File: src/hdl/isc_pkg.sv
// isc_pkg: shared sizes, key type and inter-module structs for the
// counted insertion sorter. No dependencies.
package isc_pkg;

    localparam int DEPTH = 64;
    localparam int KEY_W = 32;
    localparam int CNT_W = 16;
    localparam int IDX_W = (DEPTH > 1) ? $clog2(DEPTH) : 1;

    localparam logic [CNT_W-1:0] CNT_MAX = {CNT_W{1'b1}};

    typedef logic signed [KEY_W-1:0] t_key;

    // what one cell shows its neighbors
    typedef struct packed {
        logic signed [KEY_W-1:0] key;
        logic                    valid;
        logic                    smaller;  // valid and key strictly below new key
    } t_link;

    // per-cycle command broadcast to every cell
    typedef struct packed {
        logic ins;  // insert the broadcast key
        logic shl;  // shift toward cell 0 (drain)
    } t_cell_ctl;

    // registered insertion result for the counter stage
    typedef struct packed {
        logic             valid;  // a counted insertion happened
        logic [DEPTH-1:0] bound;  // one-hot insertion position
    } t_upd;

endpackage

File: src/hdl/isc_cell.sv
// isc_cell: one slot of the sorted chain. Holds a key and a valid bit,
// compares against the broadcast key and trades data with its neighbors. Uses isc_pkg.
module isc_cell (
    input  logic                i_clk,
    input  logic                i_rst_n,
    input  isc_pkg::t_cell_ctl  i_ctl,
    input  isc_pkg::t_key       i_new_key,
    input  isc_pkg::t_link      i_left,
    input  isc_pkg::t_link      i_right,
    output isc_pkg::t_link      o_link
);

    isc_pkg::t_key r_key;
    isc_pkg::t_key n_key;
    logic          r_valid;
    logic          n_valid;
    logic          w_smaller;

    assign w_smaller = r_valid && (r_key < i_new_key);

    // insert: keep if smaller, take new key at the boundary, else shift right
    always_comb begin
        n_key   = r_key;
        n_valid = r_valid;
        if (i_ctl.ins) begin
            if (!w_smaller) begin
                if (i_left.smaller) begin
                    n_key   = i_new_key;
                    n_valid = 1'b1;
                end else begin
                    n_key   = i_left.key;
                    n_valid = i_left.valid;
                end
            end
        end else if (i_ctl.shl) begin
            n_key   = i_right.key;
            n_valid = i_right.valid;
        end
    end

    always_ff @(posedge i_clk) begin
        if (!i_rst_n) begin
            r_valid <= 1'b0;
        end else begin
            r_valid <= n_valid;
        end
    end

    always_ff @(posedge i_clk) begin
        r_key <= n_key;
    end

    assign o_link.key     = r_key;
    assign o_link.valid   = r_valid;
    assign o_link.smaller = w_smaller;

endmodule

File: config.mk
export PLATFORM = sky130hd
export DESIGN_NAME = isc_cell
export DESIGN_NICKNAME = d
export VERILOG_FILES = /design/src/hdl/isc_pkg.sv /design/src/hdl/isc_cell.sv
export SDC_FILE = /design/constraint.sdc
export NUM_CORES = 1
export LEC_CHECK = 0
export BUFFER_PORTS_ARGS = -buffer_cell sky130_fd_sc_hd__buf_2
export CORE_ASPECT_RATIO = 1.1
export CORE_MARGIN = 2
export CORE_UTILIZATION = 25
export DETAILED_ROUTE_END_ITERATION = 10
export PLACE_DENSITY = 0.46
export SLEW_MARGIN = 30
export SYNTH_ARGS = -nofsm -noshare
export SYNTH_HDL_FRONTEND = slang
export SYNTH_SLANG_ARGS = --single-unit
File: constraint.sdc
create_clock -name i_clk -period 9.9 [get_ports i_clk]
set_input_delay 1.98 -clock i_clk [delete_from_list [all_inputs] [get_ports i_clk]]
set_output_delay 1.98 -clock i_clk [all_outputs]
set_load 0.02 [all_outputs]
## Word level (Yosys, flattened, before mapping)

Index checks and enable logic that the tools add are counted.
W data, S select, Z words.

| operators by class | value |
|---|---|
| magnitude comparators | 1 |
| equality and inequality tests | 1 |
| multiplexer cells | 8 |
| reductions and logical operators | 3 |

Operators by type and width:

| cell | count |
|---|---|
| $mux W32 | 4 |
| $lt A32 B32 Y1 | 1 |
| $mux W1 | 4 |
| $ne A2 B2 Y1 const B | 1 |
| $reduce_and A2 Y1 | 1 |
| $reduce_bool A2 Y1 | 1 |
| $logic_and A1 B1 Y1 | 1 |

| word-level totals | value |
|---|---|
| register bits | 33 |
| bits of input ports | 104 |
| output and inout bits | 34 |

## Longest topological paths before layout

Gate-level depths: netlist of the first run.

| depth | value |
|---|---|
| depth after elaboration | 4 |
| depth in mapped cells | 9 |
| gate-level depth less buffers | 8 |

## Worst setup path after synthesis of the first run

No wires, ideal clock.

| path | value |
|---|---|
| path kind | input to output |
| start | in i_new_key[27] |
| end | out o_link[0] (netlist bit) |
| arrival time | 3.611 ns |
| slack | 4.309 ns |
| stages | 9 |
| buffers on the path | 1 |
| cells stage by stage | inv_1 -> ha_1 -> nand4_1 -> or4_1 -> a21oi_1 -> o41ai_1 -> and3b_4 -> nor3_1 -> buf_4 |

| on the way | value |
|---|---|
| longest elaborated chain between the ends | 2 |

Ends and longest elaborated chain:

| what | line | text |
|---|---|---|
| start: declaration | isc_cell.sv:7 | `input isc_pkg::t_key i_new_key,` |
| $lt A32 B32 Y1 | isc_cell.sv:19 | `assign w_smaller = r_valid && (r_key < i_new_key);` |
| $logic_and A1 B1 Y1 | isc_cell.sv:19 |  |
| end: declaration | isc_cell.sv:10 | `output isc_pkg::t_link o_link` |

Every way passes these cells.

==> out/metrics.cfg, run 1 <==
[worst_hold_path]
worstHoldPathType=reg2reg
min_to=r_valid
worst_hold_startpoint=r_valid
holdPathStages=2

[worst_setup_path]
required_ps=7920
setup.worst_path.start=i_new_key[13]
arrival_ps=4140
worst_setup_path_start_kind=input port
path_class=in2out
rrSetupSlack_ps=6610
worstSetupEndpointType=output pin
path_max_fanout=3
crit-reg2reg-launch=r_key[27]
r2r-end=r_key[18]
reg2reg_depth=7

[cts]
clock_latency_ps=280
clk_path_buf_depth=2
cts-root-buf=clkbuf_8
cts_buffers=5
postCtsSetupBuffers=0
ctsResizeCount=0
cts_tree=yes
clk_pin_slew_ps=70
htree_levels=2
ctsHoldBuffers=0
cts_num_sinks=33

[yosys]
synth_area_mm2=0.00249
synth.avg_cell_area_um2=9.54
synth.largest_area_cell=edfxtp_1
synth_flop_cell=edfxtp_1
synth_edf_count=32
yosys.area.top_type_share_pct=38.6
postSynth.asyncResetShare_pct=0
ys_seq_area_share_pct=39.4
syn-instance-count=261
synth_seq_cells=33
syn_nets=396
yosys_warnings=0
synthDistinctLibCells=32
synthTopCellsByArea=edfxtp_1 (39%), ha_1 (16%), mux2i_1 (13%), a21oi_1 (8.2%), inv_1 (5.1%)

[floorplanning]
die_y_um=109
core_area_mm2=0.00979
pin_count=138
start_util_pct=25.4
die-area_mm2=0.0108
num_rows=38
die_w_um=99.2

[power_and_ir_drop]
p_total_mw=0.417
power_switching_mw=0.137
internal-power_mw=0.280
seq_power_share_pct=43.7
p_clk_share_pct=23.5
combinationalPowerShare_pct=32.7
sw_frac_of_total_pct=32.9
p_leak_nw=1.74
peakVddDrop_uv=38.1
power.density_mw_per_mm2=123

[drt]
drt-vias-per-instance=4.44
ant_nets=0
dr.pass1.iters=4
wl_mm=6.66
wire_per_inst_um=13.0
drc=0
vias=2279
drt_iter0_drc=74

[global_routing]
grt_max_degree=69
grt_pass1_wl_mm=10.5
track_usage_pct=12.1
antenna_found_initial=0
grt_pass1_vias=2222
grt.overflow.total=0

[sta]
timing.hold.ws_ps=519
setup_violations=0
maxSlewViolCount=0
max_freq_mhz=163
skew_ps=7.76
setup_tns_ps=0
grt_setup_unrepaired=false
slew_headroom_pct=45.1
post-route-min-period_ps=6120
worstMarginPinSlew_ps=823
finalHoldViolations=0
finalCritPeriodShare_pct=61.8

[place]
gp_congestion=0.708
dp_hpwl_mm=5.36
port_buffers=136

[cells_and_area]
fin_nets=528
drive_above_1_share_pct=36.9
syn_to_final_growth_pct=35.6
antennaDiodeCount=0

[outcome]
run_status=complete, no violations

[run]
cap_violations=0

[cells in the final DEF, fill, tap and decap left out, types with 2 or more instances in the layout]
master       n
o21ai_0      5
a21o_1       6
a21oi_1     41
nor2_1      32
inv_1       34
clkbuf_8     5
nor3_1       2
edfxtp_1    32
mux2i_1     32
ha_1        31
nand3_1      2
nand4_1      6
buf_2      136
a2111oi_0    2
nand2_1      7
[metal layers]
metal  part of all wire (%)  wire length, um  up-vias  GRT usage, %
li1                       -                -     1204             -
met1                     44             2950     1001          14.9
met2                     49             3260       68          21.4
met3                    5.2              344        6          1.99
met4                    1.4               94        0          4.31
met5                      0                0        -             0
[registers in the layout, summed over array words and instances (netlist names)]
signal,cells
r_valid,1
r_key,32
[synthesized netlist by cell type, types with 2 or more instances]
master and n:
nor2_1 32, clkbuf_1 6, nand4_1 6, a2111oi_0 2, mux2i_1 32, buf_4 2, ha_1 31, buf_1 5
edfxtp_1 32, nand3_1 2, inv_1 34, a21oi_1 41, nand2_1 7, nor3_1 2, a21o_1 6, o21ai_0 5
[cell families (layout without fill, tap and decap cells)]
kind of cell               Yosys count  in the layout  synth area share [%]
and+or+nand+nor                     54             54                  9.75
DFF                                 33             33                  39.4
muxes                               32             32                  12.9
AOI/OAI and AO/OA                   64             64                  15.0
adders and majority gates           31             31                  15.6
buffers and inverters               47            179                  7.39
[worst max path at each step]
stage | end | slack [ps] | cells past startpoint
2_1_floorplan | o_link[0] | 4310 | 9
3_3_place_gp | o_link[0] | 3770 | 10
3_5_place_dp | o_link[0] | 3760 | 10
4_1_cts | o_link[0] | 3740 | 10
5_1_grt | o_link[0] | 3550 | 10
6_report | o_link[0] | 3780 | 10
[per-stage QoR]
| step | util, % | area (um2) | worst slack [ps] | cells |
|---|---|---|---|---|
| floorplan | - | 2490 | 4310 | 261 |
| global placement | 33.4 | 3270 | 3770 | 505 |
| detailed placement | 33.7 | 3300 | 3760 | 506 |
| CTS | 34.5 | 3380 | 3740 | 513 |
| global route | 34.5 | 3380 | 3550 | 513 |
| finish | 34.5 | 3380 | 3780 | 513 |
[worst max-delay path, stage by stage]
cell and delay [ps]:
buf_2 90, inv_1 40, ha_1 300, a21o_1 190, a31oi_1 200, nand2_1 90, o41ai_1 560, a21boi_0 300
nor3_1 200, buf_2 200
[cell type report]
type / instances / area, um2
clock inverter: 1 / 3.75
fill: 1064 / 6420
multi-input combinational: 181 / 1330
tap: 120 / 150
clock buffer: 6 / 72.6
timing repair buffer: 138 / 716
inverter: 34 / 128
sequential: 33 / 981
[power groups by stage]
| stage | Sequential [mW] | Clock (mW) | Combinational, mW |
|---|---|---|---|
| floorplan | 0.204 | 0 | 0.0655 |
| detailed placement | 0.186 | 0 | 0.139 |
| global placement | 0.185 | 0 | 0.137 |
| finish | 0.182 | 0.0982 | 0.137 |
| global route | 0.184 | 0.107 | 0.155 |
| CTS | 0.183 | 0.104 | 0.140 |
No activity file was read; power rests on OpenSTA's default activity.
==> run 2: changes to the inputs <==
- clock period: 9.9 -> 5.7 ns (I/O delays scaled with it)
==> run 2 against run 1 <==
Critical path depth unchanged. Critical endpoint unchanged. Cell count down 0.19%. Sequential share of layout area up 0.22 points. Core utilization down 0.26 points. Largest cell class unchanged.
==> out/metrics.cfg, run 2 (synthesized netlist as in run 1, its figures left out) <==
[global_routing]
met2_usage_pct=21.8  ; +0.43 points
grt_max_degree=67  ; -2.9%
grt_pass1_wl_mm=10.6  ; +0.99%
antenna_found_initial=0  ; unchanged
track_usage_pct=12.4  ; +0.25 points
grt_pass1_vias=2225  ; +0.14%
busiest_layer=met2
grt.overflow.total=0  ; unchanged
met3_usage_pct=2.63  ; +0.64 points
use_met1_pct=15.0  ; +0.13 points

[cells_and_area]
fin_nets=527  ; -0.19%
antennaDiodeCount=0  ; unchanged
drive_above_1_share_pct=36.7  ; -0.16 points
syn_to_final_growth_pct=34.6
top_regs=r_key x32, r_valid x1
largest_reg_flops=32  ; unchanged
layout_commonest_cell=buf_2
final_cell_mix=buf_2 (135), a21oi_1 (41), inv_1 (34)
fin_util_pct=34.2  ; -0.26 points
nFillCells=1097  ; +3.1%
final_area_mm2=0.00335  ; -0.74%
regMostFlops=r_key
layout.cells.non_filler=512  ; -0.19%

[cts]
cts_tree=yes
cts-root-buf=clkbuf_8
ctsResizeCount=0  ; unchanged
clock_latency_ps=280  ; about the same
htree_levels=2  ; unchanged
cts_num_sinks=33  ; unchanged
cts_buffers=5  ; unchanged
clk_path_buf_depth=2  ; unchanged
clk_pin_slew_ps=70  ; about the same
postCtsSetupBuffers=0  ; unchanged
ctsHoldBuffers=0  ; unchanged

[outcome]
run_status=complete, no violations

[worst_setup_path]
path_max_fanout=3  ; unchanged
arrival_ps=3180  ; -960 ps
required_ps=4560  ; -3360 ps
path_class=in2out
worst_setup_path_start_kind=input port
worstSetupEndpointType=output pin

[sta]
post-route-min-period_ps=4320
maxSlewViolCount=0  ; unchanged
finalHoldViolations=0  ; unchanged
timing.hold.ws_ps=527  ; +7.55 ps
setup_tns_ps=0  ; unchanged
worstMarginPinSlew_ps=810  ; -12.8 ps
finalCritPeriodShare_pct=75.9
setup_violations=0  ; unchanged
skew_ps=7.14  ; -0.622 ps
grt_setup_unrepaired=false
max_freq_mhz=231
fin_ws_ps=1380  ; -2410 ps
slew_headroom_pct=46.0  ; +0.86 points

[worst_hold_path]
worstHoldPathType=reg2reg

[place]
port_buffers=136  ; unchanged
dpl_cell_area_mm2=0.00328  ; -0.76%
dp.cells=505  ; -0.20%
gp_congestion=0.694  ; -2.0%
dp_hpwl_mm=5.38  ; +0.39%
pre_cts_slack_ps=1320  ; -2440 ps

[floorplanning]
die_w_um=99.2  ; unchanged
pin_count=138  ; unchanged
core_area_mm2=0.00979  ; unchanged
die_y_um=109  ; unchanged
num_rows=38  ; unchanged
start_util_pct=25.4  ; unchanged
die-area_mm2=0.0108  ; unchanged

[power_and_ir_drop]
peakVddDrop_uv=87.5  ; +130%
p_leak_nw=1.73  ; -0.68%
p_total_mw=0.720  ; +73%
power.density_mw_per_mm2=215  ; +74%

[drt]
drt_iter0_drc=40  ; -46%
dr.pass1.iters=5  ; +1
wl_mm=6.78  ; +1.8%
vias=2282  ; +0.13%
drc=0  ; unchanged
wire_per_inst_um=13.2  ; +2.0%
drt-vias-per-instance=4.46  ; +0.33%
ant_nets=0  ; unchanged

[run]
cap_violations=0  ; unchanged

-- run 2: critical path, stage by stage --
cell and delay (ps):
buf_2 90, inv_1 40, ha_1 300, nand4_1 150, or4_1 550, a21oi_1 150
o41ai_1 120, a21boi_0 370, nor3_1 80, buf_2 180
-- run 2: layout make-up --
| class | instances | area [um2] | area share [%] |
|---|---|---|---|
| Sequential cell | 33 | 981 | 29.3 |
| Tap cell | 120 | 150 | 4.48 |
| Timing Repair Buffer | 137 | 691 | 20.6 |
| Clock inverter | 1 | 3.75 | 0.112 |
| Clock buffer | 6 | 72.6 | 2.16 |
| Inverter | 34 | 128 | 3.81 |
| Multi-Input combinational cell | 181 | 1330 | 39.6 |
-- run 2: final timing paths --
path / to / slack, ps / cells past startpoint / from
hold reg to reg: r_valid / 530 / 2 / r_valid
setup reg to reg: r_key[18] / 2490 / 7 / r_key[25]
setup / recovery: o_link[0] / 1380 / 10 / i_new_key[27]
hold / removal: r_valid / 530 / 2 / r_valid
-- run 2: metal layers --
| layer | up-vias | share of wire [%] |
|---|---|---|
| met5 | - | 0 |
| met4 | 0 | 1.7 |
| met3 | 9 | 5.9 |
| met2 | 66 | 49 |
| met1 | 1006 | 44 |
| li1 | 1201 | - |
-- run 2: where the power goes --
part	switching, mW	internal, mW	leakage (nW)
clock	0.0859	0.0824	0.0387
sequential	0.0147	0.302	0.324
combinational	0.135	0.0997	1.37
==> run 3: changes to the inputs <==
- ABC_AREA: not set -> 1
- clock period: 5.7 -> 4.4 ns (I/O delays scaled with it)
==> run 3 against run 2 <==
Worst hold slack gained 97 ps. Clock power grew 35%. Routed wire length grew 14%. Sequential share of layout area shrank 0.81 points. Combinational power grew 40%. Critical path type unchanged. Largest power group unchanged.
==> out/metrics.cfg, run 3 <==
[yosys]
synthDistinctLibCells=27  ; -16%
syn_nets=466  ; +18%
syn-instance-count=331  ; +27%
synth.largest_area_cell=edfxtp_1
synth_area_mm2=0.00258  ; +3.5%
ys_seq_area_share_pct=38.1  ; -1.3 points
yosysMostFrequentCell=nand2_1
synthTopCellsByArea=edfxtp_1 (37%), ha_1 (15%), o21ai_0 (12%), nand2_1 (9.6%), inv_1 (6.6%)
yosys_warnings=0  ; unchanged
synth_seq_cells=33  ; unchanged
yosys.area.top_type_share_pct=37.3  ; -1.3 points
postSynth.asyncResetShare_pct=0  ; unchanged
synthTopCellsByCount=nand2_1 (66), o21ai_0 (63), inv_1 (45)
synth_flop_cell=edfxtp_1
synth.avg_cell_area_um2=7.78  ; -18%
synth_edf_count=32  ; unchanged

[cts]
htree_levels=2  ; unchanged
cts-root-buf=clkbuf_8
clk_pin_slew_ps=70  ; about the same
clk_path_buf_depth=2  ; unchanged
postCtsSetupBuffers=0  ; unchanged
clock_latency_ps=290  ; about the same
ctsResizeCount=0  ; unchanged
cts_buffers=5  ; unchanged
cts_num_sinks=33  ; unchanged
cts_tree=yes
ctsHoldBuffers=0  ; unchanged

[drt]
drc=0  ; unchanged
drt_iter0_drc=102  ; +160%
vias=2569  ; +13%
wl_mm=7.72  ; +14%
ant_nets=0  ; unchanged
wire_per_inst_um=13.2  ; about the same
drt-vias-per-instance=4.41  ; -1.1%
dr.pass1.iters=4  ; -1

[global_routing]
antenna_found_initial=0  ; unchanged
grt_pass1_wl_mm=12.4  ; +17%
grt_max_degree=37  ; -45%
grt_pass1_vias=2658  ; +19%
grt.overflow.total=0  ; unchanged
track_usage_pct=14.1  ; +1.7 points

[floorplanning]
num_rows=38  ; unchanged
die_y_um=110  ; +1.7%
core_area_mm2=0.00994  ; +1.5%
die_w_um=101  ; +1.6%
pin_count=138  ; unchanged
start_util_pct=25.9  ; +0.50 points
die-area_mm2=0.0111  ; +3.3%

[power_and_ir_drop]
p_total_mw=0.968  ; +34%
peakVddDrop_uv=126  ; +44%
power.density_mw_per_mm2=281  ; +31%
p_leak_nw=1.82  ; +5.1%

[worst_setup_path]
path_max_fanout=2  ; -1
r2r-end=r_key[11]
arrival_ps=2410  ; -770 ps
rrSetupSlack_ps=1740  ; -750 ps
path_class=in2out
crit_top_cell=nand2_1
required_ps=3520  ; -1040 ps
critPathTopFamily=compound AO/OA/AOI/OAI gates
cp.depth=13  ; +3
crit_chain=buf_2 -> inv_1 -> ha_1 -> a21oi_1 -> o21ai_1 -> nand2_1 -> nand3_2 -> a21oi_4 -> nand2_1 -> nand2_1 -> inv_1 -> nor3_2 -> buf_2
crit-reg2reg-launch=r_key[19]
reg2reg_depth=9  ; +2
worstSetupEndpointType=output pin
critPathMaxStageDelay_ps=290  ; -260 ps
cp.buffers_inverters=4  ; +1
slowest_stage=ha_1
worst_setup_path_start_kind=input port

[outcome]
run_status=complete, no violations

[place]
gp_congestion=0.756  ; +8.9%
dpl_cell_area_mm2=0.00337  ; +2.8%
port_buffers=136  ; unchanged
dp_hpwl_mm=5.85  ; +8.7%
dp.cells=575  ; +14%

[cells_and_area]
syn_to_final_growth_pct=33.8
regMostFlops=r_key
regArea_um2=981  ; unchanged
largest_reg_flops=32  ; unchanged
antennaDiodeCount=0  ; unchanged
final_cell_mix=buf_2 (136), nand2_1 (66), o21ai_0 (63)
fin_nets=597  ; +13%
final_area_mm2=0.00345  ; +2.8%
layout.cells.non_filler=583  ; +14%
drive_above_1_share_pct=35.4  ; -1.3 points
nFillCells=1078  ; -1.7%
multi_input_area_mm2=0.00135  ; +1.9%
top_regs=r_key x32, r_valid x1
layout_commonest_cell=buf_2

[worst_hold_path]
holdPathStages=4  ; +2
min_to=r_valid
worstHoldPathType=reg2reg
worst_hold_startpoint=r_valid

[sta]
grt_setup_unrepaired=false
finalCritPeriodShare_pct=74.7
slew_headroom_pct=45.5  ; -0.54 points
setup_tns_ps=0  ; unchanged
worstMarginPinSlew_ps=818  ; +8.16 ps
max_freq_mhz=304
post-route-min-period_ps=3290
maxSlewViolCount=0  ; unchanged
skew_ps=9.32  ; +2.18 ps
finalHoldViolations=0  ; unchanged
setup_violations=0  ; unchanged

[run]
cap_violations=0  ; unchanged

-- run 3: changes by cell type after synthesis, sizes merged, moves of 3 or more --
cell,delta
o21ai,+63
nand2,+60
mux2i,-32
a21oi,-27
inv,+13
nor2,+10
a21o,-6
nand3,+4
nand4,-4
clkbuf,+3
-- run 3: tightest hold or removal path: stages, from the launching register on --
cell	delay (ps)
dfxtp_1	330
nand4_2	110
nand3_2	50
nand2_1	60
inv_1	30
-- run 3: layout make-up --
cell class                 instances  area share [%]
sequential                        33            28.5
clock buffer                       5            2.00
tap                              120            4.36
multi-input combinational        235            39.2
timing repair buffer             139            20.4
clock inverter                     3           0.363
inverter                          48            5.23
-- run 3: worst max-delay path by stage --
stage                        from        end  slack (ps)
floorplan           i_new_key[21]   r_key[0]        1300
global placement    i_new_key[19]  r_key[15]        1080
detailed placement  i_new_key[19]  r_key[14]        1060
CTS                 i_new_key[19]  o_link[0]        1100
global route        i_new_key[19]  o_link[0]         940
finish              i_new_key[19]  o_link[0]        1110
-- run 3: cell families (layout without fill, tap and decap cells) --
group           after synthesis  count (layout)  synth area share, %
buf+inv                      63             195                 9.52
flops                        33              33                 38.1
compound gates               83              83                 17.2
fa+ha+maj                    31              31                 15.1
simple gates                121             121                 20.2
-- run 3: report_power, final --
part	internal [mW]	switching [mW]	total (mW)
clock network	0.107	0.119	0.226
logic	0.128	0.201	0.329
registers	0.393	0.0200	0.413
total	0.628	0.340	0.968
-- run 3: routing by layer --
layer	vias to the layer above	track usage, %	part of all wire, %
li1	1353	-	-
met1	1130	17.6	45
met2	82	24.0	48
met3	4	3.80	6.9
met4	0	3.01	0.76
met5	-	0	0
-- run 3: per-stage QoR --
step	utilization (%)	hold slack [ps]	setup slack, ps
final	34.7	623	1110
after global routing	34.7	685	941
after CTS	34.7	627	1100
after detailed placement	33.9	614	1060
after global placement	33.9	594	1080
after floorplan	-	569	1300
