**config.mk**
```make
export PLATFORM = sky130hd
export DESIGN_NAME = isc_count
export DESIGN_NICKNAME = d
export VERILOG_FILES = /design/src/hdl/isc_pkg.sv /design/src/hdl/isc_count.sv
export SDC_FILE = /design/constraint.sdc
export NUM_CORES = 1
export LEC_CHECK = 0
export ABC_CLOCK_PERIOD_IN_PS = 3600
export BUFFER_PORTS_ARGS = -buffer_cell sky130_fd_sc_hd__buf_2
export CAP_MARGIN = 20
export CORE_ASPECT_RATIO = 0.7
export CORE_MARGIN = 5
export CORE_UTILIZATION = 32
export CTS_CLUSTER_SIZE = 10
export DETAILED_ROUTE_END_ITERATION = 7
export SYNTH_ARGS = -nofsm -noshare
export SYNTH_HDL_FRONTEND = slang
export SYNTH_SLANG_ARGS = --single-unit
```
**constraint.sdc**
```tcl
create_clock -name i_clk -period 3.6 [get_ports i_clk]
set_input_delay 0 -clock i_clk [delete_from_list [all_inputs] [get_ports i_clk]]
set_output_delay 0 -clock i_clk [all_outputs]
set_load 0.01 [all_outputs]
```
**src/hdl/isc_pkg.sv**
```systemverilog
// isc_pkg: shared sizes, key type and inter-module structs for the
// counted insertion sorter. No dependencies.
package isc_pkg;

    localparam int DEPTH = 64;
    localparam int KEY_W = 32;
    localparam int CNT_W = 16;
    localparam int IDX_W = (DEPTH > 1) ? $clog2(DEPTH) : 1;

    localparam logic [CNT_W-1:0] CNT_MAX = {CNT_W{1'b1}};

    typedef logic signed [KEY_W-1:0] t_key;

    // what one cell shows its neighbors
    typedef struct packed {
        logic signed [KEY_W-1:0] key;
        logic                    valid;
        logic                    smaller;  // valid and key strictly below new key
    } t_link;

    // per-cycle command broadcast to every cell
    typedef struct packed {
        logic ins;  // insert the broadcast key
        logic shl;  // shift toward cell 0 (drain)
    } t_cell_ctl;

    // registered insertion result for the counter stage
    typedef struct packed {
        logic             valid;  // a counted insertion happened
        logic [DEPTH-1:0] bound;  // one-hot insertion position
    } t_upd;

endpackage

```
**src/hdl/isc_count.sv**
```systemverilog
// isc_count: compare and move counters. Encodes the registered insertion
// position and adds it with saturation. Uses isc_pkg.
module isc_count (
    input  logic                          i_clk,
    input  logic                          i_rst_n,
    input  isc_pkg::t_upd                 i_upd,
    input  logic                          i_clear,
    output logic [isc_pkg::CNT_W-1:0]     o_compare_total,
    output logic [isc_pkg::CNT_W-1:0]     o_move_total
);

    logic [isc_pkg::CNT_W-1:0] r_cmp;
    logic [isc_pkg::CNT_W-1:0] n_cmp;
    logic [isc_pkg::CNT_W-1:0] r_mov;
    logic [isc_pkg::CNT_W-1:0] n_mov;
    logic [isc_pkg::IDX_W-1:0] w_idx;
    logic [isc_pkg::CNT_W:0]   w_cmp_sum;
    logic [isc_pkg::CNT_W:0]   w_mov_sum;

    // one-hot to index: OR of the set positions
    always_comb begin
        w_idx = '0;
        for (int i = 0; i < isc_pkg::DEPTH; i++) begin
            if (i_upd.bound[i]) begin
                w_idx = w_idx | isc_pkg::IDX_W'(i);
            end
        end
    end

    // compares add 1 + c, moves add 3 + c
    assign w_cmp_sum = {1'b0, r_cmp} + (isc_pkg::CNT_W + 1)'(w_idx)
                     + (isc_pkg::CNT_W + 1)'(1);
    assign w_mov_sum = {1'b0, r_mov} + (isc_pkg::CNT_W + 1)'(w_idx)
                     + (isc_pkg::CNT_W + 1)'(3);

    always_comb begin
        n_cmp = r_cmp;
        n_mov = r_mov;
        if (i_clear) begin
            n_cmp = '0;
            n_mov = '0;
        end else if (i_upd.valid) begin
            n_cmp = w_cmp_sum[isc_pkg::CNT_W] ? isc_pkg::CNT_MAX
                                              : w_cmp_sum[isc_pkg::CNT_W-1:0];
            n_mov = w_mov_sum[isc_pkg::CNT_W] ? isc_pkg::CNT_MAX
                                              : w_mov_sum[isc_pkg::CNT_W-1:0];
        end
    end

    always_ff @(posedge i_clk) begin
        if (!i_rst_n) begin
            r_cmp <= '0;
            r_mov <= '0;
        end else begin
            r_cmp <= n_cmp;
            r_mov <= n_mov;
        end
    end

    assign o_compare_total = r_cmp;
    assign o_move_total    = r_mov;

endmodule

```
* Word level (Yosys, flattened, before mapping)
Cells that the tools add are included.
Storage, ports and cells: flip-flop bits (word level) 32, latch bits 0, bits in writable memories 0, ROM bits 0, input port bits 68, output and inout bits 32, logic and storage cells 78, memories 0
Cells by class: add/subtract/negate cells 4, multiply operators 0, divide/modulo/power cells 0, magnitude comparators 0, equality and inequality tests 0, shift-type cells 0, multiplexer cells 69, bitwise gates (word level) 1, reductions and logical operators 2
Operator list (number):
- $mux 6 | 32
- $mux 16 | 6
- $mux 5 | 16
- $add 16x6->17 | 2
- $mux 4 | 8
- $add 17x1->17 const B | 1
- $add 17x2->17 const B | 1
- $mux 3 | 4
- $mux 2 | 2
- $reduce_bool 2->1 | 1
- $reduce_or 2->1 | 1
- $mux 1 | 1
- $not 1->1 | 1

* Logic depth before layout (Yosys ltp)
Gate-level depths: netlist (run 1).
depth in word-level cells 68, gate-level depth with buffers 13

* Worst setup path after synthesis (run 1)
No wires, ideal clock.
path kind input-to-reg, start in i_upd[38] in the netlist's numbering, end reg r_mov, in the netlist o_move_total[15], setup time 86 ps, arrival 2568 ps, data required time 3514 ps, path slack 947 ps, stages 13, buffers on the path 0, path through nor4_1 nand3_1 or4_1 inv_1 ha_1 inv_1 ha_1 fa_1 a211oi_1 o21ai_1 nand2_1 nor3_1 a211oi_1
On the way: cells in the longest elaborated chain, start to end 31
Ends and longest elaborated chain:
- start: declaration | RTL line isc_count.sv:6 | input isc_pkg::t_upd i_upd,
- $mux 6 (26 in series) | RTL line isc_count.sv:24 | if (i_upd.bound[i]) begin
- $add 16x6->17 | RTL line isc_count.sv:33 | assign w_mov_sum = {1'b0, r_mov} + (isc_pkg::CNT_W + 1)'(w_idx)
- $add 17x2->17 | RTL line isc_count.sv:34 | + (isc_pkg::CNT_W + 1)'(3);
- $mux 16 | RTL line isc_count.sv:45 | n_mov = w_mov_sum[isc_pkg::CNT_W] ? isc_pkg::CNT_MAX
- $mux 16 | RTL line isc_count.sv:42 | end else if (i_upd.valid) begin
- $mux 16 | RTL line isc_count.sv:39 | if (i_clear) begin
- end signal: assignment | RTL line isc_count.sv:56 | r_mov <= n_mov;
- end: declaration | RTL line isc_count.sv:14 | logic [isc_pkg::CNT_W-1:0] r_mov;
Every way passes these cells. The select of a mux whose other input is x is not followed. A chain may end at the register's enable or synchronous reset.

* Worst setup path after layout (run 1)
start in i_upd[35] in the netlist's numbering, end reg r_mov, in the netlist o_move_total[7]
On the way: cells in the longest elaborated chain, start to end 34
Ends and longest elaborated chain (RTL line):
- $mux 6 (29 in series) | isc_count.sv:24
- $add 16x6->17 | isc_count.sv:33
- $add 17x2->17 | isc_count.sv:34
- $mux 16 | isc_count.sv:45
- $mux 16 | isc_count.sv:42
- $mux 16 | isc_count.sv:39
Every way passes these cells. The select of a mux whose other input is x is not followed.

==> flow_summary.toml, run 1 <==
[outcome]
status = "finished clean"

[pwr]
p_clk_share_pct = 31.8
power.switching_uw = 223
combinationalPowerShare_pct = 21.2
p_sw_share_pct = 28.5
pwr_density_cell_nw_per_um2 = 253
p_int_uw = 560
p_seq_share_pct = 47.0
power.leakage_nw = 1.27
peakVddDrop_uv = 113

[worst_setup_path]
critPathLaunchType = "input pin"
cp-end-kind = "flop"
path_class = "in2reg"
r2r_setup_slack_ns = 1.22
worstPathArrival_ns = 3.22
crit_required_ns = 3.80
critPathMaxFanout = 3

[clock_network]
cts_tree = "built"
cts_buffer_depth = 2
h-tree-depth = 2
cts-resized-gates = 0
clockRootBuffer = "clkbuf_8"
cts_buffers = 5
clk_pin_slew_ns = 0.07
cts_sinks = 32
cts_setup_buffers = 0
clk_latency_ns = 0.27
cts.hold.buffers_added = 0

[synth]
netlist_area_um2 = 2460
synth_nets = 390
ys_types = 57
synth_edf_count = 0
ys_warn_count = 0
synthFlopType = "dfxtp_1"
netlist.area_leader.share_pct = 26.1
yosysSeqAreaShare_pct = 26.1
synthTopCellsByArea = "dfxtp_1 (26%), ha_1 (9.2%), nor4_1 (5.1%)"
avgSynthCellArea_um2 = 8.14
yosys.area.top_type = "dfxtp_1"
synth-seq-cells = 32
synth_cells = 302
async_flop_share_pct = 0

[placement]
routabilityCongestion = 0.892
dpl.hpwl_um = 6270
portBuffers = 98

[timing]
setup_violations = 0
fin_crit_ns = 3.02
finalMaxSlewViolations = 0
fin_crit_sh_pct = 83.9
skew_ns = 0.00417
rsz0062_at_grt = "false"
hold_slack_ns = 0.135
worst_pin_slew_ns = 0.681
fin_tns_setup_ns = 0
hold_viol = 0
slew_headroom_pct = 54.2
max_freq_mhz = 331

[finish]
final_cell_mix = "buf_2 (98), dfxtp_1 (32), nor2_1 (21), o21ai_0 (21)"
fillers = 745
fin_nets = 490
num_antenna_cells = 0
synthToLayoutAreaGrowth_pct = 26.0
final_common_cell = "buf_2"
drive_above_1_share_pct = 32.3

[floorplanning]
die_area_um2 = 9560
die_w_um = 115
core_area_um2 = 7380
die_h_um = 83.3
rows = 26
ioPinCount = 100
initial_utilization_pct = 33.3

[drt]
postRouteWirelength_um = 7600
wire_per_inst_um = 15.3
routed-via-count = 2651
viasPerCell = 5.32
final_antenna_net_count = 0
drtPass1Iterations = 4
drcViolationCount = 0
drtIter0Drc = 159

[run]
cap_violations = 0

[grt]
grt_pass1_vias = 2566
grt_overflow = 0
grt.total_usage_pct = 15.5
antenna_found_initial = 0
grt_pass1_wl_um = 12200
grt_max_degree = 24

[min_path]
hold_class = "in2reg"
[synth_stat cells, drive strengths merged, types with 2 or more instances]
| library cell | instances |
|---|---|
| buf | 4 |
| a41o | 2 |
| and2 | 3 |
| o21bai | 2 |
| nor4 | 20 |
| dfxtp | 32 |
| o21ai | 24 |
| nand2b | 2 |
| o21a | 2 |
| nor2 | 22 |
| and3 | 4 |
| or2 | 3 |
| o211a | 2 |
| fa | 2 |
| or4 | 5 |
| nand2 | 20 |
| a211oi | 3 |
| a31oi | 9 |
| dlygate4sd1 | 2 |
| inv | 14 |
| a21oi | 26 |
| nand3 | 15 |
| o311ai | 2 |
| a21o | 4 |
| clkbuf | 2 |
| or3 | 6 |
| nand4 | 7 |
| ha | 18 |
| nor3 | 12 |
| nor2b | 7 |
| o311a | 2 |
| xnor2 | 2 |
| o31a | 2 |
| nor3b | 2 |
| xor2 | 6 |
| o31ai | 2 |
[power groups by stage]
stage | clock network (mW) | logic, mW | registers (mW)
global route | 0.273 | 0.184 | 0.369
CTS | 0.261 | 0.165 | 0.368
finish | 0.249 | 0.166 | 0.368
detailed placement | 0 | 0.164 | 0.376
global placement | 0 | 0.162 | 0.375
floorplan | 0 | 0.0931 | 0.377
[sequential cells by signal, indices dropped and copies added (netlist names)]
| name | count |
|---|---|
| o_move_total | 16 |
| o_compare_total | 16 |
[logic make-up after synthesis]
kind of cell               Yosys count  synth area share [%]
and+or+nand+nor                    130                  28.8
AOI/OAI and AO/OA                   90                  26.7
DFF                                 32                  26.1
buffers and inverters               22                  4.83
adders and majority gates           20                  10.8
xor gates and xnor gates             8                  2.85
[worst max-delay path, cell delays in order]
cell and delay [ns]:
buf_2 0.11, nor4_1 0.60, nand3_1 0.13, or4_1 0.45, inv_1 0.16, ha_1 0.15, inv_1 0.04, ha_1 0.22
fa_1 0.44, a211oi_1 0.33, o21bai_1 0.13, a21oi_1 0.19, o21ai_0 0.10, a31oi_1 0.18
[per-layer routing]
layer / GRT usage (%) / up-vias / wire length (um)
met4: 2.77 / 0 / 51
li1: - / 1347 / -
met2: 23.8 / 68 / 3360
met5: 0 / - / 0
met3: 4.72 / 4 / 573
met1: 21.4 / 1232 / 3610
[worst paths after layout]
| check | start | cells past startpoint | endpoint |
|---|---|---|---|
| worst max-delay path | i_upd[35] | 14 | o_move_total[7] |
| worst min-delay path | i_upd[64] | 3 | o_move_total[0] |
| worst min register to register | o_compare_total[3] | 2 | o_compare_total[3] |
| worst max register to register | o_move_total[1] | 10 | o_move_total[7] |
[final cells by class]
class | instances | area (um2) | share of cell area, %
inverter | 14 | 52.6 | 1.70
clock buffer | 5 | 68.8 | 2.22
sequential | 32 | 641 | 20.7
multi-input combinational | 248 | 1700 | 54.9
tap | 98 | 123 | 3.96
timing repair buffer | 101 | 513 | 16.6
[per-stage QoR]
stage | setup WS (ns) | cell area (um2) | cells | utilization [%] | power, mW
after floorplan | 0.947 | 2460 | 302 | - | 0.470
after global placement | 0.414 | 3030 | 493 | 41.0 | 0.537
after detailed placement | 0.398 | 3030 | 493 | 41.0 | 0.540
after CTS | 0.676 | 3100 | 498 | 41.9 | 0.794
after global routing | 0.373 | 3100 | 498 | 41.9 | 0.826
final | 0.580 | 3100 | 498 | 41.9 | 0.783
No activity file was read; power rests on OpenSTA's default activity.
==> inputs of run 2 (changes only) <==
--- a/config.mk
+++ b/config.mk
@@ -5,7 +5,7 @@
 export SDC_FILE = /design/constraint.sdc
 export NUM_CORES = 1
 export LEC_CHECK = 0
-export ABC_CLOCK_PERIOD_IN_PS = 3600
+export ABC_CLOCK_PERIOD_IN_PS = 2500
 export BUFFER_PORTS_ARGS = -buffer_cell sky130_fd_sc_hd__buf_2
 export CAP_MARGIN = 20
 export CORE_ASPECT_RATIO = 0.7
==> constraint.sdc (replaced) <==
create_clock -name i_clk -period 2.5 [get_ports i_clk]
set_input_delay 0 -clock i_clk [delete_from_list [all_inputs] [get_ports i_clk]]
set_output_delay 0 -clock i_clk [all_outputs]
set_load 0.01 [all_outputs]
==> flow_summary.toml, run 2 (same netlist as run 1, synthesis figures left out) <==
[outcome]
status = "finished clean"

[drt]
drtPass1Iterations = 4
postRouteWirelength_um = 9700
wire_per_inst_um = 17.0
drtIter0Drc = 192
routed-via-count = 3048
viasPerCell = 5.35
drcViolationCount = 0
final_antenna_net_count = 0

[run]
cap_violations = 0

[worst_setup_path]
path_class = "in2reg"
r2r_cells = 9
cp_cell_sequence = "buf_8 -> nor4_4 -> nand3_1 -> or4_4 -> inv_4 -> ha_4 -> inv_2 -> ha_4 -> fa_2 -> a211oi_2 -> o21bai_1 -> a21oi_2 -> or3_1 -> a31oi_1"
path_common_cell = "ha_4"
r2r_setup_slack_ns = 0.32
cpPeakStageDelay_ns = 0.57
cp_slowest_cell = "or4_4"
critPathMaxFanout = 2
cp-end-kind = "flop"
worstPathArrival_ns = 2.58
r2r-start = "o_compare_total[0]"
r2r_end = "o_compare_total[8]"
crit_required_ns = 2.64
critPathLaunchType = "input pin"

[min_path]
holdPathEnd = "o_move_total[3]"
hold_path_depth = 3
hold_class = "in2reg"
hold_start = "i_upd[64]"

[floorplanning]
die_area_um2 = 9560
die_h_um = 83.3
ioPinCount = 100
initial_utilization_pct = 33.3
die_w_um = 115
core_area_um2 = 7380
rows = 26

[timing]
rsz0062_at_grt = "true"
slew_headroom_pct = 46.0
fin_crit_ns = 2.45
finalMaxSlewViolations = 0
skew_ns = 0.00469
worst_pin_slew_ns = 0.809
setup_violations = 0
max_freq_mhz = 409
fin_tns_setup_ns = 0
fin_crit_sh_pct = 97.8
hold_viol = 0
hold_slack_ns = 0.139

[grt]
grt_pass1_vias = 2989
grt_max_degree = 16
grt_pass1_wl_um = 14400
antenna_found_initial = 0
grt.total_usage_pct = 18.2
grt_overflow = 0

[clock_network]
cts_sinks = 32
cts_tree = "built"
cts_buffers = 5
h-tree-depth = 2
clockRootBuffer = "clkbuf_8"
clk_latency_ns = 0.29
cts_buffer_depth = 2
clk_pin_slew_ns = 0.07
cts.hold.buffers_added = 0

[finish]
synthToLayoutAreaGrowth_pct = 71.7
design_area_um2 = 4220
fin_nets = 560
fillers = 667
drive_above_1_share_pct = 56.8
final_cell_mix = "buf_2 (94), buf_4 (67), dfxtp_1 (32)"
fin_util_pct = 57.2
num_antenna_cells = 0
final_cells = 570
final_common_cell = "buf_2"

[placement]
dp_cells = 551
placed_area_um2 = 3480
portBuffers = 98
dpl.hpwl_um = 7070
routabilityCongestion = 0.956

[pwr]
peakVddDrop_uv = 211
pwr_density_cell_nw_per_um2 = 321
power.leakage_nw = 1.73
[run 2: changes by cell type in the layout (fill, tap and decap cells not counted), sizes merged]
cell    previous run  this run
or3                6         7
buf              101       170
clkbuf             5         7
[run 2: timing repair]
| action | in CTS | in global routing |
|---|---|---|
| endpoints found under the setup margin | 26 | 32 |
| pin swaps | 8 | 42 |
| resized for setup | 15 | 88 |
| gates cloned | 1 | 1 |
| setup buffers | 1 | 9 |
[run 2: stage by stage]
step | power [mW] | setup WS [ns]
after floorplan | 0.679 | 0.00105
after detailed placement | 0.828 | -0.404
final | 1.35 | 0.0540
after global routing | 1.41 | -0.0992
after global placement | 0.825 | -0.427
after CTS | 1.29 | 0.00163
[run 2: how the worst max path moves through the flow]
stage | endpoint | from
finish | o_move_total[7] | i_upd[54]
global route | o_move_total[10] | i_upd[48]
CTS | o_compare_total[8] | i_upd[51]
detailed placement | o_move_total[11] | i_upd[35]
global placement | o_move_total[11] | i_upd[46]
floorplan | o_move_total[0] | i_upd[48]
[run 2: layer usage]
metal  share of wire (%)  track usage [%]
met4                 1.1             2.88
met5                   0                0
met1                  47             26.7
met2                  46             27.6
met3                 6.5             4.14
[run 2: critical path: cells and delay by family]
family / cells / cell delay [ns]
simple gates: 4 / 1.09
compound gates: 4 / 0.60
buf+inv: 3 / 0.24
fa+ha+maj: 3 / 0.65
[run 2: power by group]
group          total [mW]  switching, mW  internal [mW]
Combinational       0.374          0.187          0.186
Clock               0.450          0.204          0.245
Sequential          0.532         0.0123          0.519
Total                1.35          0.404          0.951
[run 2: area by class of cell]
type / count / area (um2) / share of cell area [%]
multi-input combinational: 249 / 2220 / 52.6
timing repair buffer: 170 / 1080 / 25.6
sequential: 32 / 641 / 15.2
tap: 98 / 123 / 2.90
clock buffer: 7 / 96.3 / 2.28
inverter: 14 / 57.6 / 1.36
==> inputs of run 3 (changes only) <==
--- a/config.mk
+++ b/config.mk
@@ -6,13 +6,15 @@
 export NUM_CORES = 1
 export LEC_CHECK = 0
 export ABC_CLOCK_PERIOD_IN_PS = 2500
-export BUFFER_PORTS_ARGS = -buffer_cell sky130_fd_sc_hd__buf_2
+export BUFFER_PORTS_ARGS = -buffer_cell sky130_fd_sc_hd__clkbuf_2
 export CAP_MARGIN = 20
 export CORE_ASPECT_RATIO = 0.7
 export CORE_MARGIN = 5
 export CORE_UTILIZATION = 32
 export CTS_CLUSTER_SIZE = 10
 export DETAILED_ROUTE_END_ITERATION = 7
+export PLACE_DENSITY_LB_ADDON = 0.05
+export REMOVE_ABC_BUFFERS = 1
 export SYNTH_ARGS = -nofsm -noshare
 export SYNTH_HDL_FRONTEND = slang
 export SYNTH_SLANG_ARGS = --single-unit
==> flow_summary.toml, run 3 (same netlist as run 1, synthesis figures left out) <==
[outcome]
status = "complete, but fails checks"
failed_checks = "setup timing"

[worst_setup_path]
r2r_cells = 10
r2r_end = "o_move_total[9]"
worstPathArrival_ns = 2.70
cp-end-kind = "flop"
r2r-start = "o_move_total[1]"
crit_end = "o_compare_total[5]"
crit_required_ns = 2.64
critPathLaunchType = "input pin"
critPathMaxFanout = 4
path_class = "in2reg"
crit_path_start = "i_upd[38]"
r2r_setup_slack_ns = 0.30

[drt]
routed-via-count = 2985
postRouteWirelength_um = 9270
final_antenna_net_count = 0
viasPerCell = 5.16
drcViolationCount = 0
drtIter0Drc = 183
drtPass1Iterations = 4
wire_per_inst_um = 16.0

[timing]
fin_tns_setup_ns = -0.245
slew_headroom_pct = 46.2
max_freq_mhz = 390
layout_setup_ws_ns = -0.0615
worst_pin_slew_ns = 0.807
hold_viol = 0
finalMaxSlewViolations = 0
skew_ns = 0.00465
fin_crit_ns = 2.56
setup_violations = 7
rsz0062_at_grt = "true"
fin_crit_sh_pct = 102
hold_slack_ns = 0.161

[floorplanning]
die_area_um2 = 9560
die_w_um = 115
die_h_um = 83.3
core_area_um2 = 7380
initial_utilization_pct = 33.3
ioPinCount = 100
rows = 26

[clock_network]
clk_pin_slew_ns = 0.07
h-tree-depth = 2
cts_sinks = 32
cts_tree = "built"
cts_buffers = 5
cts_buffer_depth = 2
clk_latency_ns = 0.28
clockRootBuffer = "clkbuf_8"

[grt]
grt.total_usage_pct = 17.9
grt_pass1_wl_um = 14000
grt_pass1_vias = 2817
antenna_found_initial = 0
grt_max_degree = 17
grt_overflow = 0

[min_path]
hold_start = "i_upd[64]"
hold_class = "in2reg"

[finish]
synthToLayoutAreaGrowth_pct = 68.4
final_common_cell = "clkbuf_2"
drive_above_1_share_pct = 54.0
num_antenna_cells = 0
final_cell_mix = "clkbuf_2 (95), buf_4 (77), dfxtp_1 (32)"
fin_nets = 567

[placement]
dp_slack_ns = -0.666
routabilityCongestion = 0.871
dpl.hpwl_um = 7170
portBuffers = 98

[pwr]
power.leakage_nw = 1.74
power.switching_uw = 394
p_sw_share_pct = 27.3
pwr_density_cell_nw_per_um2 = 348
p_int_mw = 1.05
peakVddDrop_uv = 174
p_clk_share_pct = 38.9
combinationalPowerShare_pct = 24.4
p_seq_share_pct = 36.8

[run]
cap_violations = 0
==> run 3: cell count changes in the layout (fill, tap and decap cells not counted), sizes merged <==
cell and change:
buf -88, bufinv +1, clkbuf +95
==> run 3: timing repair <==
item                                    in CTS  in global routing
hold buffers                                 0                  0
cloned                                       1                  0
endpoints found under the setup margin      32                 32
pin swaps                                    6                 41
gates resized for setup                     17                 65
setup buffers                                1                  9
==> run 3: power groups by stage <==
stage          Sequential (mW)  Combinational [mW]  Clock [mW]
3_3_place_gp             0.542               0.291           0
4_1_cts                  0.529               0.306       0.577
6_report                 0.531               0.351       0.561
3_5_place_dp             0.541               0.292           0
2_1_floorplan            0.543               0.126           0
5_1_grt                  0.532               0.383       0.600
==> run 3: per-stage QoR <==
step	util, %	cells	power (mW)	area [um2]
floorplan	-	294	0.669	2390
global placement	47.8	560	0.833	3530
detailed placement	47.8	560	0.834	3530
CTS	50.8	570	1.41	3750
global route	56.1	578	1.51	4140
finish	56.1	578	1.44	4140
==> run 3: how the worst min path moves through the flow <==
stage,endpoint,slack [ns],cells after the start
floorplan,o_move_total[2],0.18,2
global placement,o_compare_total[0],0.43,1
detailed placement,o_compare_total[0],0.43,1
CTS,o_move_total[2],0.16,3
global route,o_move_total[3],0.19,3
finish,o_move_total[5],0.16,3
==> run 3: per-layer routing <==
layer	up-vias	wire length (um)	GRT usage [%]
li1	1513	-	-
met1	1410	4700	27.9
met2	54	4130	25.9
met3	8	384	3.42
met4	0	61	2.24
met5	-	0	0
==> run 3: cell type report <==
class,count,area [um2]
Sequential cell,32,641
Inverter,14,57.6
Fill cell,717,3240
Clock inverter,1,30.0
Timing Repair Buffer,177,1110
Multi-Input combinational cell,249,2080
Clock buffer,7,96.3
Tap cell,98,123
==> run 3: critical path: stages <==
cell	delay, ns
clkbuf_2	0.11
nor4_2	0.28
nand3_1	0.14
or4_4	0.59
buf_6	0.14
ha_1	0.25
nor2b_1	0.14
o31a_1	0.35
buf_4	0.17
or3_1	0.35
nand3_2	0.10
a31oi_4	0.07
